### src/sv/pdss_pkg.sv
// Constants and state encoding for the PLL divider setting search core.
package pdss_pkg;

    // Oscillator and range limits in kHz, and the lowest multiplier
    localparam logic [31:0] OSC_KHZ     = 32'd48000;
    localparam logic [31:0] HALF_OSC    = 32'd24000;
    localparam logic [31:0] OUT_MIN     = 32'd25000;
    localparam logic [31:0] OUT_MAX     = 32'd430000;
    localparam logic [31:0] VCO_MIN     = 32'd1600000;
    localparam logic [31:0] VCO_MAX     = 32'd3200000;
    localparam logic [9:0]  M_MIN       = 10'h040;

    // Loop bounds
    localparam logic [3:0]  CODE_LAST   = 4'd15;   // post divider 32
    localparam logic [2:0]  S_LAST      = 3'd6;
    // 48000/P lies in 6000..25000 only for P from 2 to 8
    localparam logic [5:0]  P_FIRST     = 6'd2;
    localparam logic [5:0]  P_LAST      = 6'd8;

    // Reciprocals for division by constants:
    //   x/1000  = (x * KHZ_RECIP) >> 38, exact for any 32-bit x
    //   y/375   = (y * M_RECIP)   >> 27, exact for y below 2^18
    //   z/375   = (z * K_RECIP)   >> 33, exact for z below 2^24
    localparam logic [31:0] KHZ_RECIP   = 32'h10624DD3;
    localparam logic [31:0] M_RECIP     = 32'd357914;
    localparam logic [31:0] K_RECIP     = 32'd22906493;

    // Sequencer states
    typedef enum logic [12:0] {
        ST_IDLE    = 13'b0000000000001,
        ST_KHZ     = 13'b0000000000010,
        ST_KHZ_CHK = 13'b0000000000100,
        ST_D       = 13'b0000000001000,
        ST_FOUT    = 13'b0000000010000,
        ST_S       = 13'b0000000100000,
        ST_P       = 13'b0000001000000,
        ST_T       = 13'b0000010000000,
        ST_M       = 13'b0000100000000,
        ST_R       = 13'b0001000000000,
        ST_K       = 13'b0010000000000,
        ST_K_WB    = 13'b0100000000000,
        ST_DONE    = 13'b1000000000000
    } t_state;

endpackage

### src/sv/pll_divider_setting_search_core.sv
// Fractional PLL setting search: sequencer around one shared registered multiplier.
// One item is searched at a time; the next is taken once the sequencer is back in idle,
// while the previous result may still wait in the output register.
// Reset (synchronous, active low) returns the sequencer to idle and empties the output.
module pll_divider_setting_search_core (
    input  logic        i_clk,
    input  logic        i_rst_n,
    input  logic        s_axis_tvalid,
    output logic        s_axis_tready,
    input  logic [31:0] s_axis_tdata,   // [31:0] target_rate_hz
    output logic        m_axis_tvalid,
    input  logic        m_axis_tready,
    output logic [39:0] m_axis_tdata    // [0] found, [4:1] post_div_code, [10:5] ref_div_p,
                                        // [20:11] mult_m, [23:21] shift_s, [38:24] frac_k
);

    pdss_pkg::t_state r_state, n_state;

    logic [31:0] r_rate;
    logic [22:0] r_khz;
    logic [3:0]  r_code;
    logic [18:0] r_fout;
    logic [2:0]  r_s;
    logic [21:0] r_fvco;
    logic [5:0]  r_p;
    logic [24:0] r_t;
    logic [9:0]  r_m;
    logic [15:0] r_rem;
    logic [14:0] r_k;
    logic        r_found;
    logic [63:0] r_prod;
    logic        r_out_valid;
    logic [39:0] r_out_data;

    logic [31:0] mul_a, mul_b;
    logic [5:0]  div_d;
    logic [24:0] fvco_c;
    logic [24:0] rem_c;
    logic        out_free;

    assign div_d    = {1'b0, r_code, 1'b0} + 6'd2;
    assign fvco_c   = {6'b0, r_fout} << r_s;
    assign rem_c    = r_t - r_prod[24:0];
    assign out_free = !r_out_valid || m_axis_tready;

    assign s_axis_tready = (r_state == pdss_pkg::ST_IDLE);
    assign m_axis_tvalid = r_out_valid;
    assign m_axis_tdata  = r_out_data;

    // Operand select for the shared multiplier
    always_comb begin
        mul_a = 32'd0;
        mul_b = 32'd0;
        unique case (r_state)
            pdss_pkg::ST_KHZ: begin
                mul_a = r_rate;
                mul_b = pdss_pkg::KHZ_RECIP;
            end
            pdss_pkg::ST_D: begin
                mul_a = {9'd0, r_khz};
                mul_b = {26'd0, div_d};
            end
            pdss_pkg::ST_P: begin
                mul_a = {10'd0, r_fvco};
                mul_b = {26'd0, r_p};
            end
            pdss_pkg::ST_T: begin
                // T/48000 = (T>>7)/375
                mul_a = {14'd0, r_prod[24:7]};
                mul_b = pdss_pkg::M_RECIP;
            end
            pdss_pkg::ST_M: begin
                mul_a = {22'd0, r_prod[36:27]};
                mul_b = pdss_pkg::OSC_KHZ;
            end
            pdss_pkg::ST_K: begin
                // R*65536/48000 = (R*512)/375
                mul_a = {7'd0, r_rem, 9'd0};
                mul_b = pdss_pkg::K_RECIP;
            end
            default: begin
                mul_a = 32'd0;
                mul_b = 32'd0;
            end
        endcase
    end

    always_comb begin
        n_state = r_state;
        unique case (r_state)
            pdss_pkg::ST_IDLE:    if (s_axis_tvalid) n_state = pdss_pkg::ST_KHZ;
            pdss_pkg::ST_KHZ:     n_state = pdss_pkg::ST_KHZ_CHK;
            pdss_pkg::ST_KHZ_CHK: n_state = pdss_pkg::ST_D;
            pdss_pkg::ST_D:       n_state = pdss_pkg::ST_FOUT;
            pdss_pkg::ST_FOUT: begin
                if ({3'd0, r_prod[28:0]} >= pdss_pkg::OUT_MIN &&
                    {3'd0, r_prod[28:0]} <= pdss_pkg::OUT_MAX) begin
                    n_state = pdss_pkg::ST_S;
                end else if (r_code == pdss_pkg::CODE_LAST) begin
                    n_state = pdss_pkg::ST_DONE;
                end else begin
                    n_state = pdss_pkg::ST_D;
                end
            end
            pdss_pkg::ST_S: begin
                if ({7'd0, fvco_c} >= pdss_pkg::VCO_MIN &&
                    {7'd0, fvco_c} <= pdss_pkg::VCO_MAX) begin
                    n_state = pdss_pkg::ST_P;
                end else if (r_s != pdss_pkg::S_LAST) begin
                    n_state = pdss_pkg::ST_S;
                end else if (r_code == pdss_pkg::CODE_LAST) begin
                    n_state = pdss_pkg::ST_DONE;
                end else begin
                    n_state = pdss_pkg::ST_D;
                end
            end
            pdss_pkg::ST_P:       n_state = pdss_pkg::ST_T;
            pdss_pkg::ST_T:       n_state = pdss_pkg::ST_M;
            pdss_pkg::ST_M:       n_state = pdss_pkg::ST_R;
            pdss_pkg::ST_R: begin
                // M never exceeds 533 here, so only the lower bound can fail
                if (r_m >= pdss_pkg::M_MIN && {7'd0, rem_c} < pdss_pkg::HALF_OSC) begin
                    n_state = pdss_pkg::ST_K;
                end else if (r_p != pdss_pkg::P_LAST) begin
                    n_state = pdss_pkg::ST_P;
                end else if (r_s != pdss_pkg::S_LAST) begin
                    n_state = pdss_pkg::ST_S;
                end else if (r_code == pdss_pkg::CODE_LAST) begin
                    n_state = pdss_pkg::ST_DONE;
                end else begin
                    n_state = pdss_pkg::ST_D;
                end
            end
            pdss_pkg::ST_K:       n_state = pdss_pkg::ST_K_WB;
            pdss_pkg::ST_K_WB:    n_state = pdss_pkg::ST_DONE;
            pdss_pkg::ST_DONE:    if (out_free) n_state = pdss_pkg::ST_IDLE;
            default:              n_state = pdss_pkg::ST_IDLE;
        endcase
    end

    always_ff @(posedge i_clk) begin
        if (!i_rst_n) begin
            r_state     <= pdss_pkg::ST_IDLE;
            r_out_valid <= 1'b0;
        end else begin
            r_state <= n_state;
            if (r_state == pdss_pkg::ST_DONE && out_free) begin
                r_out_valid <= 1'b1;
            end else if (m_axis_tready) begin
                r_out_valid <= 1'b0;
            end
        end
    end

    // Datapath
    always_ff @(posedge i_clk) begin
        r_prod <= mul_a * mul_b;
        unique case (r_state)
            pdss_pkg::ST_IDLE: begin
                r_rate  <= s_axis_tdata;
                r_found <= 1'b0;
            end
            pdss_pkg::ST_KHZ_CHK: begin
                r_khz  <= r_prod[60:38];
                r_code <= 4'd0;
            end
            pdss_pkg::ST_FOUT: begin
                r_fout <= r_prod[18:0];
                r_s    <= 3'd0;
                if (!({3'd0, r_prod[28:0]} >= pdss_pkg::OUT_MIN &&
                      {3'd0, r_prod[28:0]} <= pdss_pkg::OUT_MAX)) begin
                    r_code <= r_code + 4'd1;
                end
            end
            pdss_pkg::ST_S: begin
                r_fvco <= fvco_c[21:0];
                r_p    <= pdss_pkg::P_FIRST;
                if (!({7'd0, fvco_c} >= pdss_pkg::VCO_MIN &&
                      {7'd0, fvco_c} <= pdss_pkg::VCO_MAX)) begin
                    if (r_s != pdss_pkg::S_LAST) begin
                        r_s <= r_s + 3'd1;
                    end else begin
                        r_code <= r_code + 4'd1;
                    end
                end
            end
            pdss_pkg::ST_T: begin
                r_t <= r_prod[24:0];
            end
            pdss_pkg::ST_M: begin
                r_m <= r_prod[36:27];
            end
            pdss_pkg::ST_R: begin
                r_rem <= rem_c[15:0];
                if (!(r_m >= pdss_pkg::M_MIN && {7'd0, rem_c} < pdss_pkg::HALF_OSC)) begin
                    // advance p, then s, then the post divider
                    if (r_p != pdss_pkg::P_LAST) begin
                        r_p <= r_p + 6'd1;
                    end else if (r_s != pdss_pkg::S_LAST) begin
                        r_s <= r_s + 3'd1;
                    end else begin
                        r_code <= r_code + 4'd1;
                    end
                end
            end
            pdss_pkg::ST_K_WB: begin
                r_k     <= r_prod[47:33];
                r_found <= 1'b1;
            end
            pdss_pkg::ST_DONE: begin
                if (out_free) begin
                    if (r_found) begin
                        r_out_data <= {1'b0, r_k, r_s, r_m, r_p, r_code, 1'b1};
                    end else begin
                        r_out_data <= 40'd0;
                    end
                end
            end
            default: begin
            end
        endcase
    end

endmodule

### config.mk
export PLATFORM = sky130hd
export DESIGN_NAME = pll_divider_setting_search_core
export DESIGN_NICKNAME = d
export VERILOG_FILES = /design/src/sv/pdss_pkg.sv /design/src/sv/pll_divider_setting_search_core.sv
export SDC_FILE = /design/constraint.sdc
export NUM_CORES = 2
export LEC_CHECK = 0
export ABC_AREA = 1
export BUFFER_PORTS_ARGS = -buffer_cell sky130_fd_sc_hd__buf_4
export CORE_MARGIN = 5
export CORE_UTILIZATION = 55
export DETAILED_ROUTE_END_ITERATION = 16
export PLACE_DENSITY = 0.81
export RECOVER_POWER = 25
export SETUP_SLACK_MARGIN = 0.05
export SYNTH_ARGS = -nofsm -noshare
export SYNTH_HDL_FRONTEND = slang
export SYNTH_SLANG_ARGS = --single-unit
### constraint.sdc
create_clock -name i_clk -period 10.1 [get_ports i_clk]
set_input_delay 1.01 -clock i_clk [delete_from_list [all_inputs] [get_ports i_clk]]
set_output_delay 1.01 -clock i_clk [all_outputs]
set_load 0.1 [all_outputs]
# [After elaboration in Yosys (flattened, before gate mapping)]
# Index checks and enable logic that the tools add are counted.
[totals] ff_bits=291 output_inout_bits=42
[classes] addsub=5 multipliers=1 order_cmp=6 n_eq_ne=23 shifts=1 mux=29 reduce_logical=16
[ops] cell="one-hot mux 32 bit (6 select lines)" n=1
[ops] cell="one-hot mux 29 bit (6 select lines)" n=1
[ops] cell="one-hot mux 13 bit (13 select lines)" n=1
[ops] cell="two-way mux 13 bit" n=8
[ops] cell="multiplier 32 x 29 -> 61 bit" n=1
[ops] cell="greater-or-equal comparator 29 x 15 -> 1 bit, second input constant" n=1
[ops] cell="<= comparator 29 x 19 -> 1 bit, second input constant" n=1
[ops] cell="greater-or-equal comparator 25 x 21 -> 1 bit, second input constant" n=1
[ops] cell="<= comparator 25 x 22 -> 1 bit, second input constant" n=1
[ops] cell="< comparator 25 x 15 -> 1 bit, second input constant" n=1
[ops] cell="left shift 19 x 3 -> 25 bit" n=1
[ops] cell="subtractor 25 bit" n=1
[ops] cell="two-way mux 4 bit" n=5
[ops] cell="one-hot mux 4 bit (4 select lines)" n=1
[ops] cell="!= test 2 bit, second input constant" n=7
[ops] cell="equality test 13 x 1 -> 1 bit, second input constant" n=1
[ops] cell="equality test 13 x 10 -> 1 bit, second input constant" n=1
[ops] cell="equality test 13 x 11 -> 1 bit, second input constant" n=1
[ops] cell="equality test 13 x 12 -> 1 bit, second input constant" n=1
[ops] cell="equality test 13 bit, second input constant" n=1
[ops] cell="equality test 13 x 2 -> 1 bit, second input constant" n=1
[ops] cell="equality test 13 x 3 -> 1 bit, second input constant" n=1
[ops] cell="equality test 13 x 4 -> 1 bit, second input constant" n=1
[ops] cell="equality test 13 x 5 -> 1 bit, second input constant" n=1
[ops] cell="other kinds (28)" n=40

# [Longest topological paths before layout]
[logic_depth] ltp_word=6 depth_mapped=45 depth_no_buf=43

# [Least setup slack after synthesis]
# No wires, ideal clock.
[synth_path] path_kind="register -> register" startpoint="register r_state[12]" endpoint="register r_prod[54]" arrival_ns=7.795 required_time_ns=9.988 path_slack_ns=2.193 path_stages_with_launch=36 path_buffers=1 synth_period_minus_slack_ns=7.907 cell_sequence="dfxtp_1 > nor3_4 > nand2_4 > nor3b_2 > nand3_2 > buf_6 > inv_2 > nand2_1 > nand3_1 > nor2_4 > nor2_4 > inv_1 > fa_1 > fa_1 > inv_1 > fa_1 > fa_1 > fa_1 > fa_1 > fa_1 > inv_1 > fa_1 > inv_1 > ha_1 > nand2_1 > nor2_1 > inv_1 > nor3_1 > nand3_1 > nand3_1 > nand2_1 > nand2_1 > a21boi_1 > or2_2 > nand3_1 > nand2_1"
[synth_via] elab_chain_cells=3 elab_cells_between_ends=9
[synth_rtl] item="from (decl)" line_no="pll_divider_setting_search_core.sv:17" source="pdss_pkg::t_state r_state, n_state;"
[synth_rtl] item="from (signal assigned)" line_no="pll_divider_setting_search_core.sv:143" source="r_state <= pdss_pkg::ST_IDLE;"
[synth_rtl] item="from (signal assigned)" line_no="pll_divider_setting_search_core.sv:146" source="r_state <= n_state;"
[synth_rtl] item="equality test 13 x 11 -> 1 bit, or another cell as far along" line_no="pll_divider_setting_search_core.sv:54" source="unique case (r_state)"
[synth_rtl] item="one-hot mux 32 bit (6 select lines) or one-hot mux 29 bit (6 select lines) (tied branches)" line_no="pll_divider_setting_search_core.sv:54"
[synth_rtl] item="multiplier 32 x 29 -> 61 bit *" line_no="pll_divider_setting_search_core.sv:157" source="r_prod <= mul_a * mul_b;"
[synth_rtl] item="to (signal assigned)" line_no="pll_divider_setting_search_core.sv:157"
[synth_rtl] item="to (decl)" line_no="pll_divider_setting_search_core.sv:31" source="logic [63:0] r_prod;"
# Mark *: on every way between the ends. The rest lies on a longest branch, timed or not.
# A chain may end at the register's enable or synchronous reset.

# [Worst setup path after layout]
[layout_path] startpoint="register r_state[12]" endpoint="register r_prod[37]"
# Same word-level chain as after synthesis.

==> summary.md <==
| Metric | Value |
|---|---|
| Leak pwr | 22.7 nW |
| Total negative slack | 0 ps |
| Slowest-stage cell, CP | a2111oi_4 |
| Vert. Die Dim | 275 µm |
| Most frequent cells in the layout | inv_1 (1205), fa_1 (676), nand2_1 (644), nor2_1 (369), ha_1 (331) |
| PD cells | around 180 nW/µm² |
| Core area | 69800 µm² |
| Worst Tran Pin Value | 1700 ps |
| GP Congestion | 1.08 |
| Final Hold Viols | 0 |
| Clock Latency Late Sink | 630 ps |
| Max-slew violation count | 40 |
| Unrepaired setup endpoints after global routing | false |
| Starting DRT DRC Count | 2671 |
| Post-synth top flop | edfxtp_1 |
| Die area | 75400 µm² |
| # setup viols final | 0 |
| DP Area | 40700 µm² |
| Most common cell after layout, fill and taps aside | inv_1 |
| HP Class | flip-flop to flip-flop |
| CTS root buf | clkbuf_16 |
| First-pass GRT wire length | 185 mm |
| Cts bufs inserted | 31 |
| Maximum vdd drop | 0.000259 V |
| Drt first pass iters | 6 |
| Slew headroom | -13.5% |
| WP data required | 10640 ps |
| Initial antenna violation count | 2 |
| Layout Skew | 25.1 ps |
| Via density | 5.33 |
| Vias | 28800 |
| Yosys warns | 0 |
| Critical path's largest stage delay | ~670 ps |
| FF+latch count, synth | 290 |
| Clk sinks | between 200 and 300 |
| Hold-fix buffer count after cts | 0 |
| Max Cap Viol | 1 |
| Period utilization | 96.0% |
| Syn avg cell area | 9.14 µm² |
| Layout net count | 5474 |
| All-layer global routing usage | 33.2% |
| Post-DP HPWL | 107 mm |
| Total power | 7.50 mW |
| Drt total wl | between 100 and 150 mm |
| CP endpoint kind | flip-flop |
| Critical Path AT | 10240 ps |
| Unique cell type count in the Yosys netlist | 64 |
| Setup CP Type | flip-flop to flip-flop |
| Vias in the first global route | 30300 |
| Post-synthesis cell area | 38500 µm² |
| Post-synth EDFFs | roughly 220 |
| Cell area after layout | approximately 42000 µm² |
| Die X | 275 µm |
| WL/cell | 22.7 µm |
| Grt total ovfl | 0 |
| Core Util, Final | 59.9% |
| CP most frequent cell | fa_1 |
| Share of cells above drive strength 1 | 7.16% |
| Post-route ant nets | 0 |
| Largest net degree at the start of global routing | 40 |
| Clk buf depth | 3 |
| Outcome | finished with violations |
| Failing checks | capacitance limit, slew limit |
| Htree depth | 1 |
| Post_cts resized | 0 |
| CTS tree | yes |
| Critical path launch point type | flip-flop |
| Post-synthesis sequential area ratio | approximately 21% |
| FFs w/ async S/R, synth | 0% |
| Peak Freq | about 100 MHz |
| Min Clock Period, post-route | 9690 ps |
| Crit-path max FO | 21 |
| Num rows | 97 |
| Initial Util | 55.2% |
| Num ports | 78 |
| Mapped Cells | 4214 |
| DRC | 0 |
| Area Growth Syn to Fin | 8.50% |
| Port-buffer cells | 76 |
| Clock transition at path regs | about 70 ps |
[critical path, delay by kind of cell (launching register included)]
family	cells	cell delay [ps]
flops	1	470
xor+xnor	1	150
buf+inv	8	1140
fa+ha+maj	9	4380
simple gates	14	2430
compound gates	3	1030
[metrics by stage]
| stage | hold slack, ps | setup WS (ps) | cells |
|---|---|---|---|
| 6_report | 405 | 406 | 5399 |
| 5_1_grt | 411 | 157 | 5396 |
| 4_1_cts | 403 | 297 | 5395 |
| 3_5_place_dp | 389 | 358 | 5337 |
| 3_3_place_gp | 385 | 365 | 5337 |
| 2_1_floorplan | 386 | 2190 | 4336 |
[per-layer routing]
| layer | vias up | track usage (%) | routed length [µm] |
|---|---|---|---|
| li1 | 12900 | - | - |
| met1 | 14200 | 42.0 | 46000 |
| met2 | 1359 | 53.6 | 56400 |
| met3 | 368 | 6.25 | 10400 |
| met4 | 0 | 19.4 | 9650 |
| met5 | - | 0 | 0 |
[cell usage after synthesis (7+ instances only)]
master    instances  share of area [%]
nand4_1          19               0.31
ha_1            331                 11
buf_2            26               0.34
a31oi_1          18               0.29
nand3_1         108                1.4
a21o_1           17               0.33
xnor2_1          24               0.55
o211ai_1          7               0.14
edfxtp_1        215                 17
clkbuf_1          7              0.068
xor2_1           48                1.1
o21ai_2          12               0.27
nand2_2          15               0.24
nor4_1           13               0.21
buf_6            14               0.41
o21ai_1          16               0.21
inv_1          1206                 12
inv_2            36               0.35
a21oi_1          99                1.3
fa_1            676                 35
nor3_1           19               0.25
nor2_2           21               0.34
nor2_4           33               0.96
nand3_2           8               0.21
o21ai_0          56               0.73
dfxtp_1          75                3.9
nor2_1          370                3.6
nand2_1         644                6.3
[power by group]
part	internal (mW)	switching, mW
clock network	0.707	0.527
logic	1.63	3.00
registers	1.47	0.162
total	3.81	3.69
[cells by family after synthesis]
group,Yosys count,synth area share [%]
adder cells (fa/ha/maj),1007,45.9
flip-flops,290,20.7
AND/OR/NAND/NOR,1277,14.4
AO/OA/AOI/OAI,266,4.29
XOR/XNOR,72,1.64
buffers and inverters,1300,13.1
other,2,0.0195
[path summary, 6_finish.rpt]
check	cells past startpoint	slack [ps]	from	end
max	35	410	r_state[12]	r_prod[37]
min	0	400	r_prod[55]	r_khz[17]
min reg2reg	0	400	r_prod[55]	r_khz[17]
max reg2reg	35	410	r_state[12]	r_prod[37]
[final cells by class]
cell class	instances	area, µm²
fillers	6033	28000
well taps	940	1180
clock inverters	14	145
clock buffers	44	972
inverters	1243	4670
flip-flops and latches	290	7960
multi-input cells	2746	26000
repair buffers	119	882
diodes	3	7.51
[repair_timing]
action                                  4_1_cts  5_1_grt
hold endpoints to repair                      0        0
endpoints found under the setup margin        0       11
buffers inserted                              0        1
[registers in the layout, indices dropped and copies added, names as in the netlist]
register / count
r_s: 3
r_found: 1
r_t: 25
r_m: 10
r_k: 15
r_code: 4
r_prod: 61
r_fout: 19
m_axis_tvalid: 1
r_fvco: 22
r_rate: 32
r_state: 13
r_khz: 23
r_p: 6
m_axis_tdata: 39
r_rem: 16
Note: power is estimated with default switching activity, not from simulation.
